<file path="src/sv/uaoc_pkg.sv">
`timescale 1ns / 1ps
// Package for the UTF-8 Arabic-only checker: state type, byte classes and
// the code point range check. No dependencies.
package uaoc_pkg;

   localparam logic [7:0] AsciiLimit = 8'h80;

   // Lead byte masks and patterns
   localparam logic [7:0] Lead2Mask = 8'hE0;
   localparam logic [7:0] Lead2Pat  = 8'hC0;
   localparam logic [7:0] Lead3Mask = 8'hF0;
   localparam logic [7:0] Lead3Pat  = 8'hE0;
   localparam logic [7:0] Lead4Mask = 8'hF8;
   localparam logic [7:0] Lead4Pat  = 8'hF0;

   localparam logic [2:0] LenNone = 3'd0;
   localparam logic [2:0] Len2    = 3'd2;
   localparam logic [2:0] Len3    = 3'd3;
   localparam logic [2:0] Len4    = 3'd4;

   localparam int CpW = 21;

   localparam logic [CpW-1:0] Ar0Lo = 21'h00600;
   localparam logic [CpW-1:0] Ar0Hi = 21'h006FF;
   localparam logic [CpW-1:0] Ar1Lo = 21'h00750;
   localparam logic [CpW-1:0] Ar1Hi = 21'h0077F;
   localparam logic [CpW-1:0] Ar2Lo = 21'h008A0;
   localparam logic [CpW-1:0] Ar2Hi = 21'h008FF;
   localparam logic [CpW-1:0] Ar3Lo = 21'h0FB50;
   localparam logic [CpW-1:0] Ar3Hi = 21'h0FDFF;
   localparam logic [CpW-1:0] Ar4Lo = 21'h0FE70;
   localparam logic [CpW-1:0] Ar4Hi = 21'h0FEFF;

   typedef struct packed {
      logic [2:0][7:0] pending_bytes;
      logic [1:0]      pending_count;
      logic [2:0]      sequence_length;
      logic            failed;
   } state_type;

   function automatic logic [2:0] lead_len(input logic [7:0] b);
      logic [2:0] len;
      len = LenNone;
      if ((b & Lead2Mask) == Lead2Pat)      len = Len2;
      else if ((b & Lead3Mask) == Lead3Pat) len = Len3;
      else if ((b & Lead4Mask) == Lead4Pat) len = Len4;
      return len;
   endfunction

   // ASCII letter or underscore
   function automatic logic ascii_bad(input logic [7:0] b);
      return (b >= 8'h61 && b <= 8'h7A) || (b >= 8'h41 && b <= 8'h5A) || (b == 8'h5F);
   endfunction

   // Decoded code point is nonzero and outside every Arabic block
   function automatic logic seq_bad(input logic [7:0] b0, input logic [7:0] b1,
                                    input logic [7:0] b2, input logic [7:0] b3,
                                    input logic [2:0] len);
      logic [CpW-1:0] cp;
      logic           arabic;
      unique case (len)
         Len2:    cp = {10'd0, b0[4:0], b1[5:0]};
         Len3:    cp = {5'd0, b0[3:0], b1[5:0], b2[5:0]};
         default: cp = {b0[2:0], b1[5:0], b2[5:0], b3[5:0]};
      endcase
      arabic = (cp >= Ar0Lo && cp <= Ar0Hi) || (cp >= Ar1Lo && cp <= Ar1Hi) ||
               (cp >= Ar2Lo && cp <= Ar2Hi) || (cp >= Ar3Lo && cp <= Ar3Hi) ||
               (cp >= Ar4Lo && cp <= Ar4Hi);
      return (cp != '0) && !arabic;
   endfunction

endpackage

</file>
<file path="src/sv/utf8_arabic_only_checker_unit.sv">
`timescale 1ns / 1ps
// Channel  | ports                                  | direction
// ---------+----------------------------------------+----------
// request  | req_valid, req_stall, req_data_byte, req_last | in
// response | rsp_valid, rsp_stall, rsp_is_arabic    | out
//
// One byte per cycle while req_stall is low: a byte waits in the input register,
// where the decoder state is updated; a final byte also loads the response register.
// The verdict is valid once its final byte leaves the input register.
// Synchronous active-high reset clears all decoder state.
// A held verdict stalls only a following final byte; other bytes keep flowing.
// Depends on uaoc_pkg and uaoc_step.
module utf8_arabic_only_checker_unit
   import uaoc_pkg::*;
(
   input  logic       clock,
   input  logic       reset,
   input  logic       req_valid,
   output logic       req_stall,
   input  logic [7:0] req_data_byte,
   input  logic       req_last,
   output logic       rsp_valid,
   input  logic       rsp_stall,
   output logic       rsp_is_arabic
);

   logic       s1_valid_ff, s1_valid_in;
   logic [7:0] s1_byte_ff;
   logic       s1_last_ff;
   state_type  state_ff, state_in;
   logic       rsp_valid_ff;
   logic       rsp_is_arabic_ff;
   logic       verdict;
   logic       advance;
   logic       in_acc;

   assign advance = s1_valid_ff && (!s1_last_ff || !rsp_valid_ff || !rsp_stall);
   assign req_stall   = s1_valid_ff && !advance;
   assign in_acc      = req_valid && !req_stall;
   assign s1_valid_in = in_acc || (s1_valid_ff && !advance);

   uaoc_step u_step (
      .state_cur (state_ff),
      .data_byte (s1_byte_ff),
      .last      (s1_last_ff),
      .state_nxt (state_in),
      .is_arabic (verdict)
   );

   always_ff @(posedge clock) begin
      if (reset) begin
         s1_valid_ff  <= 1'b0;
         state_ff     <= '0;
         rsp_valid_ff <= 1'b0;
      end else begin
         s1_valid_ff <= s1_valid_in;
         if (advance) state_ff <= state_in;
         if (advance && s1_last_ff) begin
            rsp_valid_ff <= 1'b1;
         end else if (!rsp_stall) begin
            rsp_valid_ff <= 1'b0;
         end
      end
   end

   always_ff @(posedge clock) begin
      if (in_acc) begin
         s1_byte_ff <= req_data_byte;
         s1_last_ff <= req_last;
      end
      if (advance && s1_last_ff) rsp_is_arabic_ff <= verdict;
   end

   assign rsp_valid     = rsp_valid_ff;
   assign rsp_is_arabic = rsp_is_arabic_ff;

   a_rsp_from_last: assert property (@(posedge clock) disable iff (reset)
      $rose(rsp_valid_ff) |-> $past(advance && s1_last_ff))
      else $error("verdict appeared without a final byte");

   a_clear_after_last: assert property (@(posedge clock) disable iff (reset)
      (advance && s1_last_ff) |=> (state_ff.pending_count == 2'd0 &&
                                   state_ff.sequence_length == LenNone && !state_ff.failed))
      else $error("decoder state not cleared after final byte");

   a_count_needs_len: assert property (@(posedge clock) disable iff (reset)
      (state_ff.pending_count != 2'd0) |-> (state_ff.sequence_length != LenNone))
      else $error("bytes buffered with no sequence in progress");

   a_no_overwrite: assert property (@(posedge clock) disable iff (reset)
      (rsp_valid_ff && rsp_stall) |=> (rsp_valid_ff && $stable(rsp_is_arabic_ff)))
      else $error("held verdict overwritten");

endmodule

</file>
<file path="src/sv/uaoc_tail_scan.sv">
`timescale 1ns / 1ps
// End-of-string parse of up to four buffered bytes (lead byte first).
// Depends on uaoc_pkg.
module uaoc_tail_scan
   import uaoc_pkg::*;
(
   input  logic [3:0][7:0] tail_bytes,
   input  logic [2:0]      tail_len,
   output logic            tail_bad
);

   logic [6:0][7:0] padded;

   assign padded = {24'd0, tail_bytes};

   // Walk the four positions; reach marks where a parse step starts.
   always_comb begin
      logic [3:0] reach;
      logic [2:0] len;
      logic [3:0] adv;
      logic       fit;
      logic       active;
      reach    = 4'b0001;
      tail_bad = 1'b0;
      for (int i = 0; i < 4; i++) begin
         len    = lead_len(padded[i]);
         fit    = (len != LenNone) &&
                  ({1'b0, 3'(i)} + {1'b0, len} <= {1'b0, tail_len});
         adv    = fit ? {1'b0, len} : 4'd1;
         active = reach[i] && ({1'b0, 3'(i)} < {1'b0, tail_len});
         if (active) begin
            if (padded[i] < AsciiLimit) begin
               if (ascii_bad(padded[i])) tail_bad = 1'b1;
            end else if (fit) begin
               if (seq_bad(padded[i], padded[i+1], padded[i+2], padded[i+3], len))
                  tail_bad = 1'b1;
            end
         end
         for (int j = i + 1; j < 4; j++) begin
            if (active && (adv == 4'(j - i))) reach[j] = 1'b1;
         end
      end
   end

endmodule

</file>
<file path="src/sv/uaoc_step.sv">
`timescale 1ns / 1ps
// One byte step: next decoder state and the verdict for a final byte.
// Depends on uaoc_pkg and uaoc_tail_scan.
module uaoc_step
   import uaoc_pkg::*;
(
   input  state_type  state_cur,
   input  logic [7:0] data_byte,
   input  logic       last,
   output state_type  state_nxt,
   output logic       is_arabic
);

   logic [7:0] s0, s1, s2, s3;
   logic [2:0] len;
   logic       idle;
   logic       tail_bad;

   // Buffered bytes with the current byte appended after them
   assign s0 = (state_cur.pending_count == 2'd0) ? data_byte : state_cur.pending_bytes[0];
   assign s1 = (state_cur.pending_count == 2'd1) ? data_byte : state_cur.pending_bytes[1];
   assign s2 = (state_cur.pending_count == 2'd2) ? data_byte : state_cur.pending_bytes[2];
   assign s3 = data_byte;

   assign len  = lead_len(data_byte);
   assign idle = (state_cur.sequence_length == LenNone) || (state_cur.pending_count == 2'd0);

   uaoc_tail_scan u_tail (
      .tail_bytes ({s3, s2, s1, s0}),
      .tail_len   ({1'b0, state_cur.pending_count} + 3'd1),
      .tail_bad   (tail_bad)
   );

   assign is_arabic = !(state_cur.failed || tail_bad);

   always_comb begin
      state_nxt = state_cur;
      if (last) begin
         state_nxt = '0;
      end else if (idle) begin
         if (data_byte < AsciiLimit) begin
            if (ascii_bad(data_byte)) state_nxt.failed = 1'b1;
         end else if (len != LenNone) begin
            state_nxt.pending_bytes[0] = data_byte;
            state_nxt.pending_count    = 2'd1;
            state_nxt.sequence_length  = len;
         end
      end else if ({1'b0, state_cur.pending_count} + 3'd1 >= state_cur.sequence_length) begin
         if (seq_bad(s0, s1, s2, s3, state_cur.sequence_length)) state_nxt.failed = 1'b1;
         state_nxt.pending_count   = 2'd0;
         state_nxt.sequence_length = LenNone;
      end else begin
         unique case (state_cur.pending_count)
            2'd1:    state_nxt.pending_bytes[1] = data_byte;
            2'd2:    state_nxt.pending_bytes[2] = data_byte;
            default: state_nxt.pending_bytes[0] = data_byte;
         endcase
         state_nxt.pending_count = state_cur.pending_count + 2'd1;
      end
   end

endmodule

</file>
<file path="config.mk">
export PLATFORM = sky130hd
export DESIGN_NAME = utf8_arabic_only_checker_unit
export DESIGN_NICKNAME = d
export VERILOG_FILES = /design/src/sv/uaoc_pkg.sv /design/src/sv/utf8_arabic_only_checker_unit.sv /design/src/sv/uaoc_tail_scan.sv /design/src/sv/uaoc_step.sv
export SDC_FILE = /design/constraint.sdc
export NUM_CORES = 1
export LEC_CHECK = 0
export ABC_CLOCK_PERIOD_IN_PS = 6300
export BUFFER_PORTS_ARGS = -buffer_cell sky130_fd_sc_hd__buf_2
export CAP_MARGIN = 20
export CORE_MARGIN = 2
export CORE_UTILIZATION = 45
export CTS_CLUSTER_DIAMETER = 120
export CTS_CLUSTER_SIZE = 25
export DETAILED_ROUTE_END_ITERATION = 8
export PLACE_DENSITY_LB_ADDON = 0.08
export SLEW_MARGIN = 20
export SYNTH_ARGS = -nofsm -noshare
export SYNTH_HDL_FRONTEND = slang
export SYNTH_HIERARCHICAL = 1
export SYNTH_SLANG_ARGS = --single-unit
</file>
<file path="constraint.sdc">
create_clock -name clock -period 6.3 [get_ports clock]
set_input_delay 1.575 -clock clock [delete_from_list [all_inputs] [get_ports clock]]
set_output_delay 1.575 -clock clock [all_outputs]
set_load 0.05 [all_outputs]
</file>
== Word level (Yosys, flattened, before mapping) ==
Cells that the tools add are included.
Storage, ports and cells
  bits in registers: 42
  input port bits: 13
Cells by class
  add/subtract/negate cells: 5
  order comparisons: 79
  eq/ne operators: 43
  muxes and demuxes: 78
  reductions and logical operators: 118
Operator list (count)
  21-bit 2-to-1 mux: 15
  21-bit by 11-bit >= comparator with 1-bit output, second input constant: 10
  21-bit by 16-bit >= comparator with 1-bit output, second input constant: 10
  21-bit by 11-bit <= comparator with 1-bit output, second input constant: 10
  21-bit by 16-bit <= comparator with 1-bit output, second input constant: 10
  21-bit case mux with 2 select lines: 5
  21-bit by 12-bit >= comparator with 1-bit output, second input constant: 5
  21-bit by 12-bit <= comparator with 1-bit output, second input constant: 5
  21-bit nonzero test: 5
  8-bit by 7-bit >= comparator with 1-bit output, second input constant: 8
  8-bit by 7-bit <= comparator with 1-bit output, second input constant: 8
  1-bit logical AND: 55
  3-bit 2-to-1 mux: 15
  3-bit by 2-bit equality test with 1-bit output, second input constant: 13
  1-bit logical OR: 33
  8-bit by 7-bit equality test with 1-bit output, second input constant: 4
  8-bit < comparator, second input constant: 4
  8-bit 2-to-1 mux: 4
  1-bit 2-to-1 mux: 31
  30-bit 2-to-1 mux: 1
  13-bit 2-to-1 mux: 2
  24-bit 2-to-1 mux: 1
  5-bit equality test, second input constant: 4
  3-bit nonzero test: 6
  other kinds (30): 59

== Logic depth before layout (Yosys ltp) ==
Gate-level depths: netlist (run 1).
  word-level depth: 37
  gate-level depth with buffers: 21
  mapped depth without buffers: 18

== Cells and area by module ==
Netlist (run 1), hierarchy kept.
Modules (own cells, without submodules)
  uaoc_tail_scan: instances 1, cells an instance 322, area an instance 2031.9 sq um, sequential area each 0.0 sq um
  utf8_arabic_only_checker_unit: instances 1, cells an instance 151, area an instance 1749.2 sq um, sequential area each 940.9 sq um
  uaoc_step: instances 1, cells an instance 258, area an instance 1704.1 sq um, sequential area each 0.0 sq um

== Least setup slack after synthesis (run 1) ==
Ideal clock, no wire load.
  path kind: register to register
  start point: register state_ff[4] (netlist bit)
  end point: register rsp_is_arabic_ff (netlist: rsp_is_arabic), data pin
  setup time: 253 ps
  arrival: 3660 ps
  required time: 6047 ps
  path slack: 2387 ps
  stages on the path, launching flop included: 20
  period minus slack after synthesis: 3913 ps
  cells stage by stage: dfxtp_1 -> inv_1 -> ha_1 -> buf_2 -> mux2i_1 -> inv_1 -> clkbuf_1 -> clkbuf_1 -> nand2_1 -> or3_1 -> fa_1 -> nor2_1 -> o21ai_0 -> nand2_1 -> a221oi_1 -> o21ai_0 -> a311oi_1 -> o21ai_0 -> nand4b_1 -> nor2_1
RTL lines
  start, declared: RTL line utf8_arabic_only_checker_unit.sv:30  | state_type state_ff, state_in;
  start signal, assigned: RTL line utf8_arabic_only_checker_unit.sv:57  | if (advance) state_ff <= state_in;
  2-bit equality test *: RTL line uaoc_step.sv:22  | assign s2 = (state_cur.pending_count == 2'd2) ? data_byte : state_cur.pending_bytes[2];
  8-bit 2-to-1 mux *
  named net u_step.s2[4]: RTL line uaoc_step.sv:14  | logic [7:0] s0, s1, s2, s3;
  21-bit case mux with 2 select lines: RTL line uaoc_pkg.sv:61  | unique case (len)
  21-bit 2-to-1 mux: RTL line uaoc_tail_scan.sv:34  | end else if (fit) begin
  21-bit 2-to-1 mux: RTL line uaoc_tail_scan.sv:32  | if (padded[i] < AsciiLimit) begin
  21-bit 2-to-1 mux: RTL line uaoc_tail_scan.sv:31  | if (active) begin
  21-bit by 11-bit >= comparator with 1-bit output or 21-bit by 11-bit <= comparator with 1-bit output (tied branches): RTL line uaoc_pkg.sv:66  | arabic = (cp >= Ar0Lo && cp <= Ar0Hi) || (cp >= Ar1Lo && cp <= Ar1Hi) ||
  [... 19 more ...]
  1-bit 2-to-1 mux: RTL line uaoc_tail_scan.sv:35  | if (seq_bad(padded[i], padded[i+1], padded[i+2], padded[i+3], len))
  1-bit 2-to-1 mux: RTL line uaoc_tail_scan.sv:34
  1-bit 2-to-1 mux: RTL line uaoc_tail_scan.sv:32
  1-bit 2-to-1 mux *: RTL line uaoc_tail_scan.sv:31
  named net u_step.tail_bad: RTL line uaoc_step.sv:17  | logic tail_bad;
  1-bit logical OR *: RTL line uaoc_step.sv:34  | assign is_arabic = !(state_cur.failed || tail_bad);
  1-bit logical NOT *: RTL line uaoc_step.sv:34
  named net verdict: RTL line utf8_arabic_only_checker_unit.sv:33  | logic verdict;
  end signal, assigned: RTL line utf8_arabic_only_checker_unit.sv:71  | if (advance && s1_last_ff) rsp_is_arabic_ff <= verdict;
  end, declared: RTL line utf8_arabic_only_checker_unit.sv:32  | logic rsp_is_arabic_ff;
Mark *: on every way through the listed nets, which the timed path passes. The rest lies on a longest branch. The select of a mux whose other input is x is not followed.
A chain may end at the register's enable or synchronous reset.

== Final worst setup path (run 1) ==
Same ends and word-level chain as after synthesis.

==> load_flow_metrics.sql, run 1 <==
INSERT INTO impl_metrics (metric_group, metric, value, unit) VALUES
('hold_path', 'hold_path_startpoint', 'state_ff[12]$_SDFFE_PP0P_', ''),
('worst_setup_path', 'worst_setup_path_end_kind', 'flop', ''),
('finish', 'num-nets-final', '741', ''),
('finish', 'most_common_cell_after_layout_fill_and_taps_aside', 'nand2b_1', ''),
('finish', 'antennaDiodeCount', '0', ''),
('timing', 'post-route-period-util', '74.1', '%'),
('timing', 'slew_headroom', '40.8', '%'),
('yosys', 'syn_nets', '767', ''),
('global_routing', 'grt_util_all_layers', '26.7', '%'),
('cts', 'tritoncts.num_buffers', '5', ''),
('drt', 'finalWirelength', '17400', 'um'),
('cts', 'worst_skew_pair_later_pin_latency', '0.29', 'ns'),
('global_routing', 'grt_pass1_vias', '5225', ''),
('power_and_ir_drop', 'power.leakage', '0.00193', 'uW'),
('yosys', 'ys_seq_area_share', '17.2', '%'),
('cts', 'ctsRootBufferMaster', 'clkbuf_16', ''),
('cts', 'cts_max_path_buffers', '2', ''),
('cts', 'postCtsHoldBufs', '0', ''),
('yosys', 'synth_ff_type', 'dfxtp_1', ''),
('placed_design', 'io_buffers', '15', ''),
('yosys', 'synth_area_per_cell', '7.50', 'um2'),
('cts', 'clock_sink_count', '42', ''),
('drt', 'antenna_left', '0', ''),
('global_routing', 'grt_start_max_net_pins', '63', ''),
('yosys', 'synth-async-reset-ratio', '0', '%'),
('worst_setup_path', 'worst_r2r_path_depth', '16', ''),
('hold_path', 'whs_path_depth', '2', ''),
('timing', 'fmax', '214', 'MHz'),
('floorplan', 'die_height', '114', 'um'),
('timing', 'setup-violations-final', '0', ''),
('cts', 'htreeDepth', '2', ''),
('timing', 'fin_crit', '4.67', 'ns'),
('finish', 'post_route_cells_drive_above_1_share', '10.1', '%'),
('run_status', 'status', 'completed', ''),
('global_routing', 'grt_pass1_wl', '27800', 'um'),
('timing', 'timing_worst_slew_pin_value', '0.880', 'ns'),
('floorplan', 'die_width', '114', 'um'),
('floorplan', 'floorplan.initialDensity', '45.9', '%'),
('global_routing', 'grt_remaining_overflow', '0', ''),
('cts', 'cts_post_setup_buffers_inserted', '0', ''),
('placed_design', 'gpl.final_weighted_congestion', '0.916', ''),
('drt', 'drtPass1Iterations', '5', ''),
('yosys', 'postSynthRegisterBits', '42', ''),
('timing', 'timing.clock.skew', '0.00780', 'ns'),
('worst_setup_path', 'critPathMaxFanout', '17', ''),
('cts', 'tritoncts_clock_tree', 'done', ''),
('placed_design', 'detailed_place_hpwl', '12100', 'um'),
('worst_setup_path', 'worst-endpoint-required', '6.35', 'ns'),
('timing', 'final-max-slew-violation-count', '0', ''),
('job', 'max_cap_viol', '0', ''),
('hold_path', 'min_path_type', 'flop to flop', ''),
('drt', 'routed-via-count', '5619', ''),
('worst_setup_path', 'regToRegSetupSlack', '1.63', 'ns'),
('power_and_ir_drop', 'ir_worst_vdd', '120', 'uV'),
('finish', 'flow.area_growth_from_synthesis', '3.03', '%'),
('yosys', 'synth_edf_count', '10', ''),
('timing', 'fin_setup_tns', '0', 'ns'),
('worst_setup_path', 'worst-endpoint-arrival', '4.72', 'ns'),
('yosys', 'gate_count_of_the_mapped_netlist', '731', ''),
('power_and_ir_drop', 'fin_total_pwr', '712', 'uW'),
('worst_setup_path', 'worst_r2r_startpoint', 'state_ff[4]$_SDFFE_PP0P_', ''),
('timing', 'grt_setup_unrepaired', 'false', ''),
('drt', 'post_route_drc_violation_count', '0', ''),
('yosys', 'synth-warning-count', '6', ''),
('cts', 'postCtsResizedCells', '0', ''),
('hold_path', 'hold_end', 'state_ff[12]$_SDFFE_PP0P_', ''),
('worst_setup_path', 'timing_worst_setup_path_type', 'flop to flop', ''),
('floorplan', 'rows', '40', ''),
('floorplan', 'coreArea', '12000', 'um2'),
('yosys', 'netlist_area', '5490', 'um2'),
('worst_setup_path', 'worst_r2r_endpoint', 'rsp_is_arabic$_DFFE_PP_', ''),
('worst_setup_path', 'setup.worst_path.start_class', 'flop', ''),
('drt', 'drt_iter0_drc', '489', ''),
('floorplan', 'floorplan.die_area', '13100', 'um2'),
('power_and_ir_drop', 'power-per-cell-area', '126', 'nW/um2'),
('global_routing', 'grt_antenna_before_repair', '0', ''),
('drt', 'via_density_per_instance', '6.59', ''),
('timing', 'final_hold_viol_count', '0', ''),
('floorplan', 'io_pins', '16', ''),
('yosys', 'yosysUniqueCellTypes', '85', ''),
('finish', 'final_cell_mix', '76 x nand2b_1, 61 x nor2_1, 53 x mux2i_1, 49 x nand2_1, 41 x a21oi_1', ''),
('drt', 'detail_routed_net_length_per_standard_cell', '20.4', 'um'),
('cts', 'cts.clk_slew.worst_paths', '0.07', 'ns');
==> synth_stat cells (4+ instances only) <==
cell       count  area share [%]
a2111oi_0      5            0.80
a211oi_1      18             2.5
a21o_1        13             1.8
a21oi_1       41             3.7
a221o_1        4            0.73
a22oi_1        7            0.96
a2bb2oi_1      5            0.80
a31oi_1        5            0.57
and2_1         5            0.57
and3_1         4            0.46
buf_2         19             1.7
clkbuf_1      29             2.0
dfxtp_1       32              12
edfxtp_1      10             5.5
ha_1          22             5.0
inv_1         34             2.3
mux2_2        15             3.1
mux2i_1       53             9.7
nand2_1       49             3.4
nand2b_1      76             8.7
nand3_1       14             1.3
nand3b_1       5            0.68
nand4_1        7            0.80
nand4b_1       4            0.64
nor2_1        61             4.2
nor2b_1        6            0.68
nor3_1        24             2.2
nor4_1        10             1.1
nor4b_1        5            0.80
o211ai_1       6            0.82
o21ai_0       24             2.2
o21bai_1       4            0.55
o22a_1         4            0.64
o22ai_1       16             1.8
o31ai_1        9             1.2
o32ai_1        5            0.80
or2_2          7            0.80
or3_1          4            0.46
==> worst max-delay path by stage <==
stage,startpoint,end,slack [ns],depth (start not counted)
after floorplan,state_ff[4]$_SDFFE_PP0P_,rsp_is_arabic$_DFFE_PP_,2.39,19
after global placement,state_ff[4]$_SDFFE_PP0P_,rsp_is_arabic$_DFFE_PP_,2.00,16
after detailed placement,state_ff[4]$_SDFFE_PP0P_,rsp_is_arabic$_DFFE_PP_,1.74,16
after CTS,state_ff[4]$_SDFFE_PP0P_,rsp_is_arabic$_DFFE_PP_,1.73,16
after global routing,state_ff[4]$_SDFFE_PP0P_,rsp_is_arabic$_DFFE_PP_,1.23,18
final,state_ff[4]$_SDFFE_PP0P_,rsp_is_arabic$_DFFE_PP_,1.63,16
==> final cells by class <==
class                   instances  area (um2)
fillers                      1207        6310
multi-input cells             594        4100
clock inverters                 2        12.5
repair buffers                 25         150
flip-flops and latches         42         941
well taps                     147         184
clock buffers                   6         129
inverters                      37         139
==> logic make-up (layout without fill, tap and decap cells) <==
group / count (synthesis) / count (layout) / share of synthesized area, %
adders and majority gates: 23 / 23 / 5.38
AOI/OAI and AO/OA: 199 / 199 / 25.9
DFF: 42 / 42 / 17.2
buffers and inverters: 95 / 70 / 8.17
and+or+nand+nor: 303 / 303 / 30.4
muxes: 69 / 69 / 13.0
==> flip-flops by register name (all words and copies together), names as in the netlist <==
signal / count
state_ff: 30
s1_byte_ff: 8
rsp_is_arabic: 1
rsp_valid: 1
s1_last_ff: 1
s1_valid_ff: 1
==> power breakdown <==
group / switching (uW) / internal (uW)
registers: 8.04 / 282
clock network: 119 / 148
logic: 95.6 / 59.6
==> per-stage QoR <==
stage               hold slack [ns]  setup slack, ns  instances  util (%)  cell area (um2)
floorplan                     0.449             2.39        731         -             5490
global placement              0.460             2.00        845      46.1             5510
detailed placement            0.483             1.74        845      46.1             5510
global route                  0.513             1.23        853      47.2             5650
CTS                           0.495             1.73        853      47.2             5650
finish                        0.491             1.63        853      47.2             5650
==> per-layer routing <==
layer | up-vias | track usage (%) | part of all wire [%]
met4 | 0 | 8.21 | 1.9
li1 | 2660 | - | -
met2 | 269 | 41.0 | 44
met5 | - | 0 | 0
met3 | 25 | 4.34 | 7.8
met1 | 2665 | 38.2 | 46
==> worst max-delay path, stage by stage, from the launching register on <==
cell	delay [ns]
dfxtp_1	0.36
inv_1	0.34
ha_1	0.58
mux2i_1	0.24
inv_1	0.50
nand2_1	0.19
or3_1	0.40
fa_1	0.52
nor2_1	0.05
o21ai_0	0.08
nand2_1	0.09
a221oi_1	0.39
o21ai_0	0.17
a311oi_1	0.21
o21ai_0	0.14
nand4b_1	0.11
nor2_1	0.05
Power figures use the tool's default switching activity.
==> run 2, diff against run 1 <==
ABC_CLOCK_PERIOD_IN_PS = 4300   (was 6300)
clock period = 4.3 ns   (was 6.3 ns; I/O delays follow)
==> load_flow_metrics.sql, run 2 (synthesized netlist as in run 1, its figures left out) <==
INSERT INTO impl_metrics (metric_group, metric, value, unit) VALUES
('floorplan', 'io_pins', '16', ''),
('timing', 'slew_headroom', '45.4', '%'),
('global_routing', 'grt_antenna_before_repair', '0', ''),
('finish', 'most_common_cell_after_layout_fill_and_taps_aside', 'nand2b_1', ''),
('cts', 'ctsRootBufferMaster', 'clkbuf_16', ''),
('global_routing', 'grt_pass1_vias', '5218', ''),
('timing', 'grt_setup_unrepaired', 'false', ''),
('drt', 'finalWirelength', '17600', 'um'),
('finish', 'final_cell_mix', '76 x nand2b_1, 61 x nor2_1, 53 x mux2i_1, 48 x nand2_1, 41 x a21oi_1', ''),
('floorplan', 'floorplan.initialDensity', '45.9', '%'),
('worst_setup_path', 'critPathMaxFanout', '14', ''),
('floorplan', 'coreArea', '12000', 'um2'),
('timing', 'fin_crit', '4.09', 'ns'),
('timing', 'final_hold_viol_count', '0', ''),
('floorplan', 'die_width', '114', 'um'),
('cts', 'postCtsHoldBufs', '0', ''),
('cts', 'tritoncts.num_buffers', '5', ''),
('drt', 'drt_iter0_drc', '665', ''),
('worst_setup_path', 'worst-endpoint-arrival', '4.15', 'ns'),
('power_and_ir_drop', 'ir_worst_vdd', '155', 'uV'),
('worst_setup_path', 'regToRegSetupSlack', '0.21', 'ns'),
('timing', 'fmax', '244', 'MHz'),
('cts', 'cts_max_path_buffers', '2', ''),
('global_routing', 'grt_start_max_net_pins', '63', ''),
('run_status', 'status', 'completed', ''),
('finish', 'layoutNonFillerInstCount', '872', ''),
('placed_design', 'detailed_place_hpwl', '12800', 'um'),
('finish', 'registers.top_by_ff_count', 'state_ff', ''),
('finish', 'num-nets-final', '760', ''),
('drt', 'detail_routed_net_length_per_standard_cell', '20.2', 'um'),
('global_routing', 'grt_remaining_overflow', '0', ''),
('timing', 'fin_setup_tns', '0', 'ns'),
('cts', 'htreeDepth', '2', ''),
('timing', 'timing_worst_slew_pin_value', '0.819', 'ns'),
('finish', 'largest_register_ffs', '30', ''),
('worst_setup_path', 'worst_setup_path_end_kind', 'flop', ''),
('power_and_ir_drop', 'power-per-cell-area', '181', 'nW/um2'),
('hold_path', 'min_path_type', 'flop to flop', ''),
('job', 'max_cap_viol', '0', ''),
('cts', 'postCtsResizedCells', '0', ''),
('finish', 'antennaDiodeCount', '0', ''),
('global_routing', 'grt_util_all_layers', '27.7', '%'),
('floorplan', 'die_height', '114', 'um'),
('placed_design', 'place_inst', '864', ''),
('finish', 'flow.area_growth_from_synthesis', '5.68', '%'),
('power_and_ir_drop', 'power.switching', '326', 'uW'),
('finish', 'layout_top_registers', 'state_ff: 30 flops, s1_byte_ff: 8 flops', ''),
('timing', 'setup_slack', '0.207', 'ns'),
('worst_setup_path', 'worst-endpoint-required', '4.36', 'ns'),
('power_and_ir_drop', 'internal_power', '721', 'uW'),
('cts', 'cts_post_setup_buffers_inserted', '0', ''),
('timing', 'post-route-period-util', '95.2', '%'),
('cts', 'cts.clk_slew.worst_paths', '0.07', 'ns'),
('drt', 'antenna_left', '0', ''),
('drt', 'post_route_drc_violation_count', '0', ''),
('drt', 'routed-via-count', '5656', ''),
('timing', 'final-max-slew-violation-count', '0', ''),
('finish', 'layout.core_utilization', '48.5', '%'),
('placed_design', 'placedInstanceArea', '5650', 'um2'),
('finish', 'non_filler_cell_area_final', '5800', 'um2'),
('finish', 'post_route_cells_drive_above_1_share', '12.6', '%'),
('placed_design', 'io_buffers', '15', ''),
('power_and_ir_drop', 'power.share.clock', '37.2', '%'),
('cts', 'tritoncts_clock_tree', 'done', ''),
('global_routing', 'grt_pass1_wl', '28600', 'um'),
('floorplan', 'floorplan.die_area', '13100', 'um2'),
('cts', 'worst_skew_pair_later_pin_latency', '0.30', 'ns'),
('placed_design', 'gpl.final_weighted_congestion', '0.958', ''),
('power_and_ir_drop', 'power.leakage', '0.00203', 'uW'),
('power_and_ir_drop', 'power_frac_seq', '40.6', '%'),
('drt', 'via_density_per_instance', '6.49', ''),
('timing', 'setup-violations-final', '0', ''),
('timing', 'timing.clock.skew', '0.00703', 'ns'),
('worst_setup_path', 'timing_worst_setup_path_type', 'flop to flop', ''),
('placed_design', 'placement.setup.worst_slack', '0.229', 'ns'),
('drt', 'drtPass1Iterations', '5', ''),
('floorplan', 'rows', '40', ''),
('cts', 'clock_sink_count', '42', ''),
('power_and_ir_drop', 'comb_power_share', '22.1', '%'),
('power_and_ir_drop', 'swShare', '31.1', '%'),
('worst_setup_path', 'setup.worst_path.start_class', 'flop', '');
-- run 2: power by group through the flow --
| stage | registers [uW] | clock network [uW] | logic, uW |
|---|---|---|---|
| after global placement | 434 | 0 | 225 |
| final | 425 | 390 | 232 |
| after detailed placement | 434 | 0 | 226 |
| after CTS | 425 | 407 | 227 |
| after global routing | 426 | 413 | 252 |
| after floorplan | 431 | 0 | 174 |
-- run 2: stage by stage --
stage / hold WS [ns] / total power, uW
finish: 0.480 / 1050
floorplan: 0.449 / 604
CTS: 0.486 / 1060
detailed placement: 0.475 / 660
global placement: 0.465 / 659
global route: 0.525 / 1090
-- run 2: final timing paths --
check                                          startpoint                        end  depth (start not counted)
worst min register to register  state_ff[12]$_SDFFE_PP0P_  state_ff[12]$_SDFFE_PP0P_                          2
worst max-delay path             state_ff[4]$_SDFFE_PP0P_    rsp_is_arabic$_DFFE_PP_                         16
worst max register to register   state_ff[4]$_SDFFE_PP0P_    rsp_is_arabic$_DFFE_PP_                         16
worst min-delay path            state_ff[12]$_SDFFE_PP0P_  state_ff[12]$_SDFFE_PP0P_                          2
-- run 2: critical path: stages, from the launching register on --
cell and delay (ns):
dfxtp_1 0.44, inv_1 0.09, buf_4 0.19, ha_1 0.31
o21ai_0 0.55, nand2_2 0.33, nor2_2 0.24, ha_1 0.27
nand3b_1 0.10, a32oi_1 0.07, or2_2 0.35, o22a_1 0.19
nor3_1 0.20, nor3_1 0.07, o31ai_1 0.26, nand4b_1 0.14
nor2_1 0.05
-- run 2: area by class of cell --
| cell class | count | area, um2 |
|---|---|---|
| fillers | 1196 | 6160 |
| multi-input cells | 594 | 4100 |
| flip-flops and latches | 42 | 941 |
| repair buffers | 44 | 293 |
| well taps | 147 | 184 |
| inverters | 37 | 139 |
| clock buffers | 6 | 129 |
| clock inverters | 2 | 12.5 |
-- run 2: routing by layer --
metal	GRT usage, %	wire length, um	vias to the layer above
met5	0	0	-
met4	6.18	248	0
met3	3.12	1090	26
met2	45.1	8100	252
met1	39.4	8190	2693
li1	-	-	2685
